$ cat src/rtl/pidsc_pkg.sv
`default_nettype none

package pidsc_pkg;

    localparam int IN_W      = 16;
    localparam int ERR_W     = 17;
    localparam int DIFF_W    = 18;
    localparam int ACC_W     = 32;
    localparam int GAIN_W    = 16;
    localparam int LIM_W     = 31;
    localparam int SCALE_W   = 16;
    localparam int DRIVE_W   = 48;
    localparam int CFG_IDX_W = 3;
    localparam int CFG_DAT_W = 32;

    localparam logic signed [GAIN_W-1:0] KP_RESET    = 16'sd15000;
    localparam logic signed [GAIN_W-1:0] KI_RESET    = 16'sd0;
    localparam logic signed [GAIN_W-1:0] KD_RESET    = 16'sd0;
    localparam logic        [LIM_W-1:0]  ILIM_RESET  = 31'd100;
    localparam logic        [SCALE_W-1:0] SCALE_RESET = 16'd1000;
    localparam logic        [LIM_W-1:0]  OLIM_RESET  = 31'd950;

    localparam logic signed [ACC_W-1:0] ACC_MAX = 32'sh7fff_ffff;
    localparam logic signed [ACC_W-1:0] ACC_MIN = 32'sh8000_0000;

    typedef enum logic [CFG_IDX_W-1:0] {
        REG_KP    = 3'd0,
        REG_KI    = 3'd1,
        REG_KD    = 3'd2,
        REG_ILIM  = 3'd3,
        REG_SCALE = 3'd4,
        REG_OLIM  = 3'd5
    } cfg_reg_t;

    typedef enum logic [3:0] {
        ST_IDLE,
        ST_SAT,
        ST_ICLAMP,
        ST_MUL_P,
        ST_MUL_I,
        ST_MUL_D,
        ST_ACC,
        ST_CHECK,
        ST_DIV,
        ST_OCLAMP,
        ST_OUT
    } pid_state_t;

    typedef struct packed {
        logic mul_en;
        logic acc_clr;
        logic acc_add;
    } mac_ctrl_t;

endpackage

`default_nettype wire

$ cat src/rtl/pid_step_clamped_integer.sv
// pid controller step with a clamped error sum
//
// s_tvalid/s_tready/s_tdata bring one sample (target, measured) per transaction.
// cfg_valid/cfg_ready/cfg_index/cfg_data write the gain, limit and scale
// registers; cfg_ready is always high, writes belong to idle periods.
// m_tvalid/m_tready/m_tdata/m_tuser return one result per sample: the drive
// value and, in tuser, the flag for a zero scale (raw weighted sum returned).
//
// with a nonzero scale, a sample passes the sequencer steps around the shared
// multiplier and the 48-step serial divider (one quotient bit per cycle); when
// the scale is zero, the divider is skipped.
// throughput: one sample at a time; s_tready is high only while the sequencer
// is idle. a finished result sits in the output register, so the next sample
// is taken while the receiver stalls; the sequencer holds its next result
// until the output register is free.
// reset: registers return to their default values, the error sum and the
// previous error are cleared and no result is pending.
`default_nettype none

module pid_step_clamped_integer
(
    input  wire logic                                  clk,
    input  wire logic                                  rst_n,
    input  wire logic                                  s_tvalid,
    output logic                                       s_tready,
    input  wire logic [31:0]                           s_tdata,   // target_value, measured_value
    output logic                                       m_tvalid,
    input  wire logic                                  m_tready,
    output logic [pidsc_pkg::DRIVE_W-1:0]              m_tdata,   // drive_value
    output logic                                       m_tuser,   // scale_skipped
    input  wire logic                                  cfg_valid,
    output logic                                       cfg_ready,
    input  wire logic [pidsc_pkg::CFG_IDX_W-1:0]       cfg_index,
    input  wire logic [pidsc_pkg::CFG_DAT_W-1:0]       cfg_data
);
    import pidsc_pkg::*;

    logic signed [GAIN_W-1:0]  kp_reg;
    logic signed [GAIN_W-1:0]  ki_reg;
    logic signed [GAIN_W-1:0]  kd_reg;
    logic        [LIM_W-1:0]   ilim_reg;
    logic        [SCALE_W-1:0] scale_reg;
    logic        [LIM_W-1:0]   olim_reg;

    pid_state_t state_reg;
    pid_state_t state_next;

    logic signed [ERR_W-1:0]   err_reg;
    logic signed [DIFF_W-1:0]  diff_reg;
    logic signed [ACC_W-1:0]   sum_reg;
    logic signed [ACC_W-1:0]   accum_reg;
    logic signed [ERR_W-1:0]   prev_err_reg;
    logic signed [DRIVE_W-1:0] res_reg;
    logic                      skip_reg;
    logic                      m_tvalid_reg;
    logic [DRIVE_W-1:0]        m_tdata_reg;
    logic                      m_tuser_reg;

    mac_ctrl_t                 mac_ctrl;
    logic signed [GAIN_W-1:0]  mac_coef;
    logic signed [ACC_W-1:0]   mac_operand;
    logic signed [DRIVE_W-1:0] mac_total;
    logic                      div_start;
    logic                      div_done;
    logic signed [DRIVE_W-1:0] div_quotient;

    logic                      in_fire;
    logic                      out_load;
    logic signed [ACC_W:0]     sum_wide;
    logic signed [ACC_W-1:0]   sum_sat;
    logic signed [ACC_W-1:0]   ilim_pos;
    logic signed [ACC_W-1:0]   ilim_neg;
    logic signed [ACC_W-1:0]   sum_clamped;
    logic signed [DRIVE_W-1:0] olim_pos;
    logic signed [DRIVE_W-1:0] olim_neg;
    logic signed [DRIVE_W-1:0] drive_clamped;

    assign cfg_ready = 1'b1;
    assign s_tready  = (state_reg == ST_IDLE);
    assign in_fire   = s_tvalid && s_tready;
    assign out_load  = (state_reg == ST_OUT) && (!m_tvalid_reg || m_tready);

    // configuration registers
    always_ff @(posedge clk or negedge rst_n)
    begin
        if (!rst_n)
        begin
            kp_reg    <= KP_RESET;
            ki_reg    <= KI_RESET;
            kd_reg    <= KD_RESET;
            ilim_reg  <= ILIM_RESET;
            scale_reg <= SCALE_RESET;
            olim_reg  <= OLIM_RESET;
        end
        else if (cfg_valid && cfg_ready)
        begin
            unique case (cfg_reg_t'(cfg_index))
                REG_KP:    kp_reg    <= $signed(cfg_data[GAIN_W-1:0]);
                REG_KI:    ki_reg    <= $signed(cfg_data[GAIN_W-1:0]);
                REG_KD:    kd_reg    <= $signed(cfg_data[GAIN_W-1:0]);
                REG_ILIM:  ilim_reg  <= cfg_data[LIM_W-1:0];
                REG_SCALE: scale_reg <= cfg_data[SCALE_W-1:0];
                REG_OLIM:  olim_reg  <= cfg_data[LIM_W-1:0];
                default:   ;
            endcase
        end
    end

    // error sum saturation and symmetric clamp
    assign sum_wide = {accum_reg[ACC_W-1], accum_reg}
                    + {{(ACC_W+1-ERR_W){err_reg[ERR_W-1]}}, err_reg};

    always_comb
    begin
        if (!sum_wide[ACC_W] && sum_wide[ACC_W-1])
        begin
            sum_sat = ACC_MAX;
        end
        else if (sum_wide[ACC_W] && !sum_wide[ACC_W-1])
        begin
            sum_sat = ACC_MIN;
        end
        else
        begin
            sum_sat = sum_wide[ACC_W-1:0];
        end
    end

    assign ilim_pos = $signed({1'b0, ilim_reg});
    assign ilim_neg = -ilim_pos;

    always_comb
    begin
        sum_clamped = sum_reg;
        if (ilim_reg != '0)
        begin
            if (sum_reg > ilim_pos)
            begin
                sum_clamped = ilim_pos;
            end
            else if (sum_reg < ilim_neg)
            begin
                sum_clamped = ilim_neg;
            end
        end
    end

    // output clamp
    assign olim_pos = $signed({{(DRIVE_W-LIM_W){1'b0}}, olim_reg});
    assign olim_neg = -olim_pos;

    always_comb
    begin
        drive_clamped = div_quotient;
        if (olim_reg != '0)
        begin
            if (div_quotient > olim_pos)
            begin
                drive_clamped = olim_pos;
            end
            else if (div_quotient < olim_neg)
            begin
                drive_clamped = olim_neg;
            end
        end
    end

    // sequencer
    always_ff @(posedge clk or negedge rst_n)
    begin
        if (!rst_n)
        begin
            state_reg <= ST_IDLE;
        end
        else
        begin
            state_reg <= state_next;
        end
    end

    always_comb
    begin
        state_next  = state_reg;
        mac_ctrl    = '0;
        mac_coef    = kp_reg;
        mac_operand = ACC_W'(err_reg);
        div_start   = 1'b0;
        unique case (state_reg)
            ST_IDLE:
            begin
                if (in_fire)
                begin
                    state_next = ST_SAT;
                end
            end
            ST_SAT:
            begin
                state_next = ST_ICLAMP;
            end
            ST_ICLAMP:
            begin
                state_next = ST_MUL_P;
            end
            ST_MUL_P:
            begin
                mac_ctrl.mul_en  = 1'b1;
                mac_ctrl.acc_clr = 1'b1;
                state_next       = ST_MUL_I;
            end
            ST_MUL_I:
            begin
                mac_ctrl.mul_en  = 1'b1;
                mac_ctrl.acc_add = 1'b1;
                mac_coef         = ki_reg;
                mac_operand      = accum_reg;
                state_next       = ST_MUL_D;
            end
            ST_MUL_D:
            begin
                mac_ctrl.mul_en  = 1'b1;
                mac_ctrl.acc_add = 1'b1;
                mac_coef         = kd_reg;
                mac_operand      = ACC_W'(diff_reg);
                state_next       = ST_ACC;
            end
            ST_ACC:
            begin
                mac_ctrl.acc_add = 1'b1;
                state_next       = ST_CHECK;
            end
            ST_CHECK:
            begin
                if (scale_reg == '0)
                begin
                    state_next = ST_OUT;
                end
                else
                begin
                    div_start  = 1'b1;
                    state_next = ST_DIV;
                end
            end
            ST_DIV:
            begin
                if (div_done)
                begin
                    state_next = ST_OCLAMP;
                end
            end
            ST_OCLAMP:
            begin
                state_next = ST_OUT;
            end
            ST_OUT:
            begin
                if (out_load)
                begin
                    state_next = ST_IDLE;
                end
            end
            default:
            begin
                state_next = ST_IDLE;
            end
        endcase
    end

    // controller state
    always_ff @(posedge clk or negedge rst_n)
    begin
        if (!rst_n)
        begin
            accum_reg    <= '0;
            prev_err_reg <= '0;
        end
        else
        begin
            if (state_reg == ST_ICLAMP)
            begin
                accum_reg <= sum_clamped;
            end
            if (state_reg == ST_OCLAMP)
            begin
                prev_err_reg <= err_reg;
            end
        end
    end

    // working registers
    always_ff @(posedge clk)
    begin
        if (in_fire)
        begin
            err_reg <= ERR_W'($signed(s_tdata[31:16])) - ERR_W'($signed(s_tdata[15:0]));
        end
        if (state_reg == ST_SAT)
        begin
            sum_reg  <= sum_sat;
            diff_reg <= DIFF_W'(err_reg) - DIFF_W'(prev_err_reg);
        end
        if (state_reg == ST_CHECK && scale_reg == '0)
        begin
            res_reg  <= mac_total;
            skip_reg <= 1'b1;
        end
        if (state_reg == ST_OCLAMP)
        begin
            res_reg  <= drive_clamped;
            skip_reg <= 1'b0;
        end
    end

    // output register
    always_ff @(posedge clk or negedge rst_n)
    begin
        if (!rst_n)
        begin
            m_tvalid_reg <= 1'b0;
        end
        else if (out_load)
        begin
            m_tvalid_reg <= 1'b1;
        end
        else if (m_tready)
        begin
            m_tvalid_reg <= 1'b0;
        end
    end

    always_ff @(posedge clk)
    begin
        if (out_load)
        begin
            m_tdata_reg <= res_reg;
            m_tuser_reg <= skip_reg;
        end
    end

    assign m_tvalid = m_tvalid_reg;
    assign m_tdata  = m_tdata_reg;
    assign m_tuser  = m_tuser_reg;

    pidsc_mac u_mac
    (
        .clk     (clk),
        .rst_n   (rst_n),
        .ctrl    (mac_ctrl),
        .coef    (mac_coef),
        .operand (mac_operand),
        .total   (mac_total)
    );

    pidsc_div u_div
    (
        .clk      (clk),
        .rst_n    (rst_n),
        .start    (div_start),
        .dividend (mac_total),
        .divisor  (scale_reg),
        .done     (div_done),
        .quotient (div_quotient)
    );

endmodule

`default_nettype wire

$ cat src/rtl/pidsc_mac.sv
`default_nettype none

module pidsc_mac
(
    input  wire logic                                    clk,
    input  wire logic                                    rst_n,
    input  wire pidsc_pkg::mac_ctrl_t                    ctrl,
    input  wire logic signed [pidsc_pkg::GAIN_W-1:0]     coef,
    input  wire logic signed [pidsc_pkg::ACC_W-1:0]      operand,
    output logic signed      [pidsc_pkg::DRIVE_W-1:0]    total
);
    import pidsc_pkg::*;

    logic signed [DRIVE_W-1:0] prod_reg;
    logic signed [DRIVE_W-1:0] acc_reg;

    // shared multiplier, product registered before accumulation
    always_ff @(posedge clk)
    begin
        if (ctrl.mul_en)
        begin
            prod_reg <= coef * operand;
        end
    end

    always_ff @(posedge clk or negedge rst_n)
    begin
        if (!rst_n)
        begin
            acc_reg <= '0;
        end
        else if (ctrl.acc_clr)
        begin
            acc_reg <= '0;
        end
        else if (ctrl.acc_add)
        begin
            acc_reg <= acc_reg + prod_reg;
        end
    end

    assign total = acc_reg;

endmodule

`default_nettype wire

$ cat src/rtl/pidsc_div.sv
`default_nettype none

module pidsc_div
(
    input  wire logic                                    clk,
    input  wire logic                                    rst_n,
    input  wire logic                                    start,
    input  wire logic signed [pidsc_pkg::DRIVE_W-1:0]    dividend,
    input  wire logic        [pidsc_pkg::SCALE_W-1:0]    divisor,
    output logic                                         done,
    output logic signed      [pidsc_pkg::DRIVE_W-1:0]    quotient
);
    import pidsc_pkg::*;

    localparam int CNT_W = $clog2(DRIVE_W);
    localparam logic [CNT_W-1:0] CNT_LAST = CNT_W'(DRIVE_W - 1);

    logic                   busy_reg;
    logic                   fix_reg;
    logic                   done_reg;
    logic                   neg_reg;
    logic [CNT_W-1:0]       cnt_reg;
    logic [DRIVE_W-1:0]     quo_reg;
    logic [SCALE_W-1:0]     rem_reg;
    logic [SCALE_W-1:0]     dsr_reg;

    logic [SCALE_W:0]       shifted;
    logic [SCALE_W+1:0]     trial;
    logic                   ge;

    // one restoring step per cycle
    assign shifted = {rem_reg, quo_reg[DRIVE_W-1]};
    assign trial   = {1'b0, shifted} - {2'b00, dsr_reg};
    assign ge      = !trial[SCALE_W+1];

    always_ff @(posedge clk or negedge rst_n)
    begin
        if (!rst_n)
        begin
            busy_reg <= 1'b0;
            fix_reg  <= 1'b0;
            done_reg <= 1'b0;
            cnt_reg  <= '0;
        end
        else
        begin
            done_reg <= 1'b0;
            if (start)
            begin
                busy_reg <= 1'b1;
                cnt_reg  <= '0;
            end
            else if (busy_reg)
            begin
                cnt_reg <= cnt_reg + 1'b1;
                if (cnt_reg == CNT_LAST)
                begin
                    busy_reg <= 1'b0;
                    fix_reg  <= 1'b1;
                end
            end
            else if (fix_reg)
            begin
                fix_reg  <= 1'b0;
                done_reg <= 1'b1;
            end
        end
    end

    always_ff @(posedge clk)
    begin
        if (start)
        begin
            neg_reg <= dividend[DRIVE_W-1];
            quo_reg <= dividend[DRIVE_W-1] ? DRIVE_W'(-dividend) : DRIVE_W'(dividend);
            rem_reg <= '0;
            dsr_reg <= divisor;
        end
        else if (busy_reg)
        begin
            rem_reg <= ge ? trial[SCALE_W-1:0] : shifted[SCALE_W-1:0];
            quo_reg <= {quo_reg[DRIVE_W-2:0], ge};
        end
        else if (fix_reg && neg_reg)
        begin
            quo_reg <= DRIVE_W'(-quo_reg);
        end
    end

    assign done     = done_reg;
    assign quotient = $signed(quo_reg);

endmodule

`default_nettype wire
$ cat config.mk
export PLATFORM = sky130hd
export DESIGN_NAME = pid_step_clamped_integer
export DESIGN_NICKNAME = d
export VERILOG_FILES = /design/src/rtl/pidsc_pkg.sv /design/src/rtl/pid_step_clamped_integer.sv /design/src/rtl/pidsc_mac.sv /design/src/rtl/pidsc_div.sv
export SDC_FILE = /design/constraint.sdc
export NUM_CORES = 2
export LEC_CHECK = 0
export ABC_AREA = 1
export BUFFER_PORTS_ARGS = -buffer_cell sky130_fd_sc_hd__buf_2
export CAP_MARGIN = 20
export CELL_PAD_IN_SITES_DETAIL_PLACEMENT = 1
export CELL_PAD_IN_SITES_GLOBAL_PLACEMENT = 2
export CORE_UTILIZATION = 39
export DETAILED_ROUTE_END_ITERATION = 6
export PLACE_DENSITY_LB_ADDON = 0.1
export SLEW_MARGIN = 15
export SYNTH_ARGS = -nofsm -noshare
export SYNTH_HDL_FRONTEND = slang
export SYNTH_SLANG_ARGS = --single-unit
export TNS_END_PERCENT = 5
$ cat constraint.sdc
create_clock -name clk -period 7.85 [get_ports clk]
set_input_delay 0.785 -clock clk [delete_from_list [all_inputs] [get_ports clk]]
set_output_delay 0.785 -clock clk [all_outputs]
set_load 0.1 [all_outputs]
==> impl_metrics.prom <==
# TYPE chip_impl_metric gauge
chip_impl_metric{name="smallest_setup_slack_after_layout",unit="ns"} 0.357
chip_impl_metric{name="maxClockFrequency",unit="MHz"} 133
chip_impl_info{name="worst_min_path_class",value="input pin to async pin"} 1
chip_impl_metric{name="critical-path-max-stage-delay",unit="ns"} 0.56
chip_impl_metric{name="dp_slack",unit="ns"} -0.100
chip_impl_metric{name="start_util",unit="%"} 39.4
chip_impl_info{name="synth_flop_cell",value="sky130_fd_sc_hd__edfxtp_1"} 1
chip_impl_info{name="critical_path.slowest_cell",value="sky130_fd_sc_hd__fa_1"} 1
chip_impl_metric{name="cts.hold.buffers_added",unit=""} 0
chip_impl_metric{name="final_cell_count_no_fill",unit=""} 9275
chip_impl_metric{name="max_cap_violation_count",unit=""} 0
chip_impl_metric{name="number_of_enable_type_register_cells_in_the_synthesized_netlist",unit=""} 277
chip_impl_metric{name="rows",unit=""} 138
chip_impl_metric{name="grt_max_degree",unit=""} 126
chip_impl_info{name="critical_path.endpoint_type",value="flip-flop"} 1
chip_impl_metric{name="final_worst_path_period_share",unit="%"} 95.5
chip_impl_metric{name="yosys_warnings",unit=""} 0
chip_impl_metric{name="grt_antenna_before_repair",unit=""} 1
chip_impl_metric{name="setup_violations",unit=""} 0
chip_impl_metric{name="worst-path-max-fanout",unit=""} 20
chip_impl_metric{name="post_route_cells_drive_above_1_share",unit="%"} 7.69
chip_impl_metric{name="cts_buffers",unit=""} 67
chip_impl_metric{name="wl_per_cell",unit="um"} 22.8
chip_impl_info{name="path_class",value="flip-flop to flip-flop"} 1
chip_impl_metric{name="timing.final.max_slew_violations",unit=""} 0
chip_impl_metric{name="route.detailed.drc",unit=""} 0
chip_impl_metric{name="ctsLongestPathBuffers",unit=""} 3
chip_impl_metric{name="drt_wl_total",unit="mm"} 212
chip_impl_metric{name="globalRouteTotalUtil",unit="%"} 29.4
chip_impl_metric{name="post-synth-top-area-fraction",unit="%"} 17.6
chip_impl_metric{name="grt_pass1_wl",unit="mm"} 325
chip_impl_info{name="synth_top_cell_by_area",value="sky130_fd_sc_hd__fa_1"} 1
chip_impl_metric{name="port_buffers",unit=""} 121
chip_impl_metric{name="arrival_time_worst_endpoint",unit="ns"} 7.89
chip_impl_info{name="worst_path_most_repeated_cell",value="sky130_fd_sc_hd__inv_1"} 1
chip_impl_info{name="cell_at_the_root_of_the_clock_tree",value="sky130_fd_sc_hd__clkbuf_16"} 1
chip_impl_metric{name="htree_num_levels",unit=""} 3
chip_impl_metric{name="worst_setup_hold_path_clk_slew",unit="ns"} 0.07
chip_impl_metric{name="worst_clock_skew",unit="ns"} 0.0326
chip_impl_metric{name="timing_worst_slew_pin_value",unit="ns"} 1.05
chip_impl_metric{name="post_synth_inst_count",unit=""} 7195
chip_impl_metric{name="boundaryPins",unit=""} 124
chip_impl_metric{name="core_area",unit="sq um"} 142000
chip_impl_metric{name="post_synth.cell_area_avg",unit="sq um"} 7.78
chip_impl_metric{name="die_w",unit="um"} 381
chip_impl_metric{name="number_of_global_route_vias_before_repair",unit=""} 52900
chip_impl_metric{name="routed-via-count",unit=""} 49500
chip_impl_metric{name="final-hold-violation-count",unit=""} 0
chip_impl_metric{name="cts.sink_count",unit=""} 531
chip_impl_metric{name="synthesis.nets",unit=""} 8145
chip_impl_metric{name="die_h",unit="um"} 381
chip_impl_metric{name="timing.reg2reg.worst_path_depth",unit=""} 30
chip_impl_metric{name="dr.first_iter.drc_count",unit=""} 2985
chip_impl_metric{name="required",unit="ns"} 8.24
chip_impl_info{name="regToRegStartpoint",value="state_reg[3]"} 1
chip_impl_metric{name="netlist-cell-type-count",unit=""} 65
chip_impl_info{name="crit_start",value="state_reg[3]"} 1
chip_impl_metric{name="gr-total-overflow",unit=""} 0
chip_impl_info{name="run_status",value="finished clean"} 1
chip_impl_metric{name="detail-route-antenna-nets",unit=""} 0
chip_impl_info{name="tritoncts_clock_tree",value="yes"} 1
chip_impl_info{name="synth_most_common_cell",value="sky130_fd_sc_hd__nand2_1"} 1
chip_impl_metric{name="die-area",unit="sq um"} 145000
chip_impl_metric{name="insertion_delay",unit="ns"} 0.66
chip_impl_metric{name="placedCellCount",unit=""} 9146
chip_impl_metric{name="layout-area-overhead-vs-synth",unit="%"} 9.91
chip_impl_metric{name="gp_congestion",unit=""} 0.946
chip_impl_metric{name="cell_area_after_synthesis",unit="sq um"} 56000
chip_impl_metric{name="synth-async-reset-ratio",unit="%"} 44.6
chip_impl_metric{name="drt_pre_antenna_iters",unit=""} 5
chip_impl_metric{name="routed_vias_inst",unit=""} 5.34
chip_impl_metric{name="hpwl",unit="mm"} 175
chip_impl_info{name="ys_top_cells_by_area",value="sky130_fd_sc_hd__fa_1, sky130_fd_sc_hd__edfxtp_1, sky130_fd_sc_hd__nand2_1, sky130_fd_sc_hd__dfrtp_1, sky130_fd_sc_hd__ha_1"} 1
chip_impl_metric{name="synth-seq-area-share",unit="%"} 26.1
chip_impl_metric{name="timing.slew.headroom",unit="%"} 29.7
chip_impl_metric{name="fin_crit",unit="ns"} 7.49
chip_impl_metric{name="synth-seq-cells",unit=""} 531
chip_impl_info{name="critical_path.startpoint_type",value="flip-flop"} 1
chip_impl_info{name="most_frequent_cells_after_synthesis",value="sky130_fd_sc_hd__nand2_1, sky130_fd_sc_hd__inv_1, sky130_fd_sc_hd__nor2_1"} 1
chip_impl_info{name="grt_setup_unrepaired",value="no"} 1
chip_impl_metric{name="fin_nets",unit=""} 8281
==> area by class of cell <==
type,count,area [sq um]
diodes,1,2.50
clock buffers,90,1820
clock inverters,32,397
fillers,17500,80400
inverters,1294,4880
multi-input cells,5188,35700
flip-flops and latches,531,14600
well taps,1890,2360
repair buffers,249,1760
==> placed cells by master, fill, tap and decap left out, types with 17 or more instances in the layout <==
master,instances
sky130_fd_sc_hd__o22ai_1,36
sky130_fd_sc_hd__dfrtp_1,214
sky130_fd_sc_hd__nand3_1,384
sky130_fd_sc_hd__o221ai_1,20
sky130_fd_sc_hd__xnor2_1,49
sky130_fd_sc_hd__inv_1,1241
sky130_fd_sc_hd__nor2_2,26
sky130_fd_sc_hd__buf_2,120
sky130_fd_sc_hd__or2_2,25
sky130_fd_sc_hd__edfxtp_1,277
sky130_fd_sc_hd__clkbuf_1,18
sky130_fd_sc_hd__clkbuf_16,69
sky130_fd_sc_hd__a21oi_1,348
sky130_fd_sc_hd__ha_1,387
sky130_fd_sc_hd__o21ai_1,19
sky130_fd_sc_hd__nor3_1,59
sky130_fd_sc_hd__buf_4,113
sky130_fd_sc_hd__a31oi_1,29
sky130_fd_sc_hd__o21ai_0,413
sky130_fd_sc_hd__nand4_1,91
sky130_fd_sc_hd__inv_2,37
sky130_fd_sc_hd__nand2_1,1648
sky130_fd_sc_hd__dfxtp_1,17
sky130_fd_sc_hd__nand2_2,17
sky130_fd_sc_hd__nor2_1,723
sky130_fd_sc_hd__fa_1,490
sky130_fd_sc_hd__o211ai_1,32
sky130_fd_sc_hd__nor4_1,31
sky130_fd_sc_hd__a21o_1,31
sky130_fd_sc_hd__dfstp_2,23
sky130_fd_sc_hd__xor2_1,155
==> what timing repair did <==
item | in CTS | in global routing
setup buffers | 1 | 0
gates resized for setup | 1 | 22
setup endpoints to repair | 5 | 24
hold endpoints to repair | 0 | 0
==> cell families after synthesis <==
logic type,synth area share (%)
AOI/OAI and AO/OA,11.3
xor gates and xnor gates,3.19
adders and majority gates,26.2
buffers and inverters,10.3
DFF,26.1
other,0.00670
and+or+nand+nor,22.9
==> worst paths after layout <==
| path | to | slack (ns) |
|---|---|---|
| worst max-delay path | u_mac.prod_reg[42] | 0.36 |
| min in group clk | m_tvalid | 0.37 |
| worst max register to register | u_mac.prod_reg[42] | 0.36 |
| max in group asynchronous | u_mac.total[47] | 6.51 |
| worst min-delay path | accum_reg[30] | 0.08 |
| worst min register to register | m_tdata[2] | 0.42 |
==> per-layer routing <==
| metal | part of all wire, % | GRT usage (%) | routed length [um] |
|---|---|---|---|
| met3 | 3.4 | 2.66 | 7290 |
| met1 | 45 | 38.8 | 94600 |
| met5 | 0.0043 | 0 | 9 |
| met4 | 4.2 | 11.3 | 8800 |
| met2 | 48 | 49.7 | 101000 |
==> critical path: cells and delay by family, from the launching register on <==
family                     cells  cell delay, ns
adders and majority gates      7            3.40
DFF                            1            0.44
and+or+nand+nor                9            1.41
xor gates and xnor gates       1            0.08
buffers and inverters         11            1.29
AOI/OAI and AO/OA              2            0.59
==> per-stage QoR <==
stage	hold WS, ns	instance area [sq um]	utilization (%)	TNS (ns)
after floorplan	0.400	56000	-	0
after global placement	0.401	59100	41.6	0
after detailed placement	0.406	59100	41.6	-0.289
after CTS	0.0735	61400	43.2	0
after global routing	0.110	61500	43.3	0
final	0.0828	61500	43.3	0
Power is left out: the tool's default activity adds up to more than one toggle a clock period on the data nets, which glitch-free logic cannot reach.
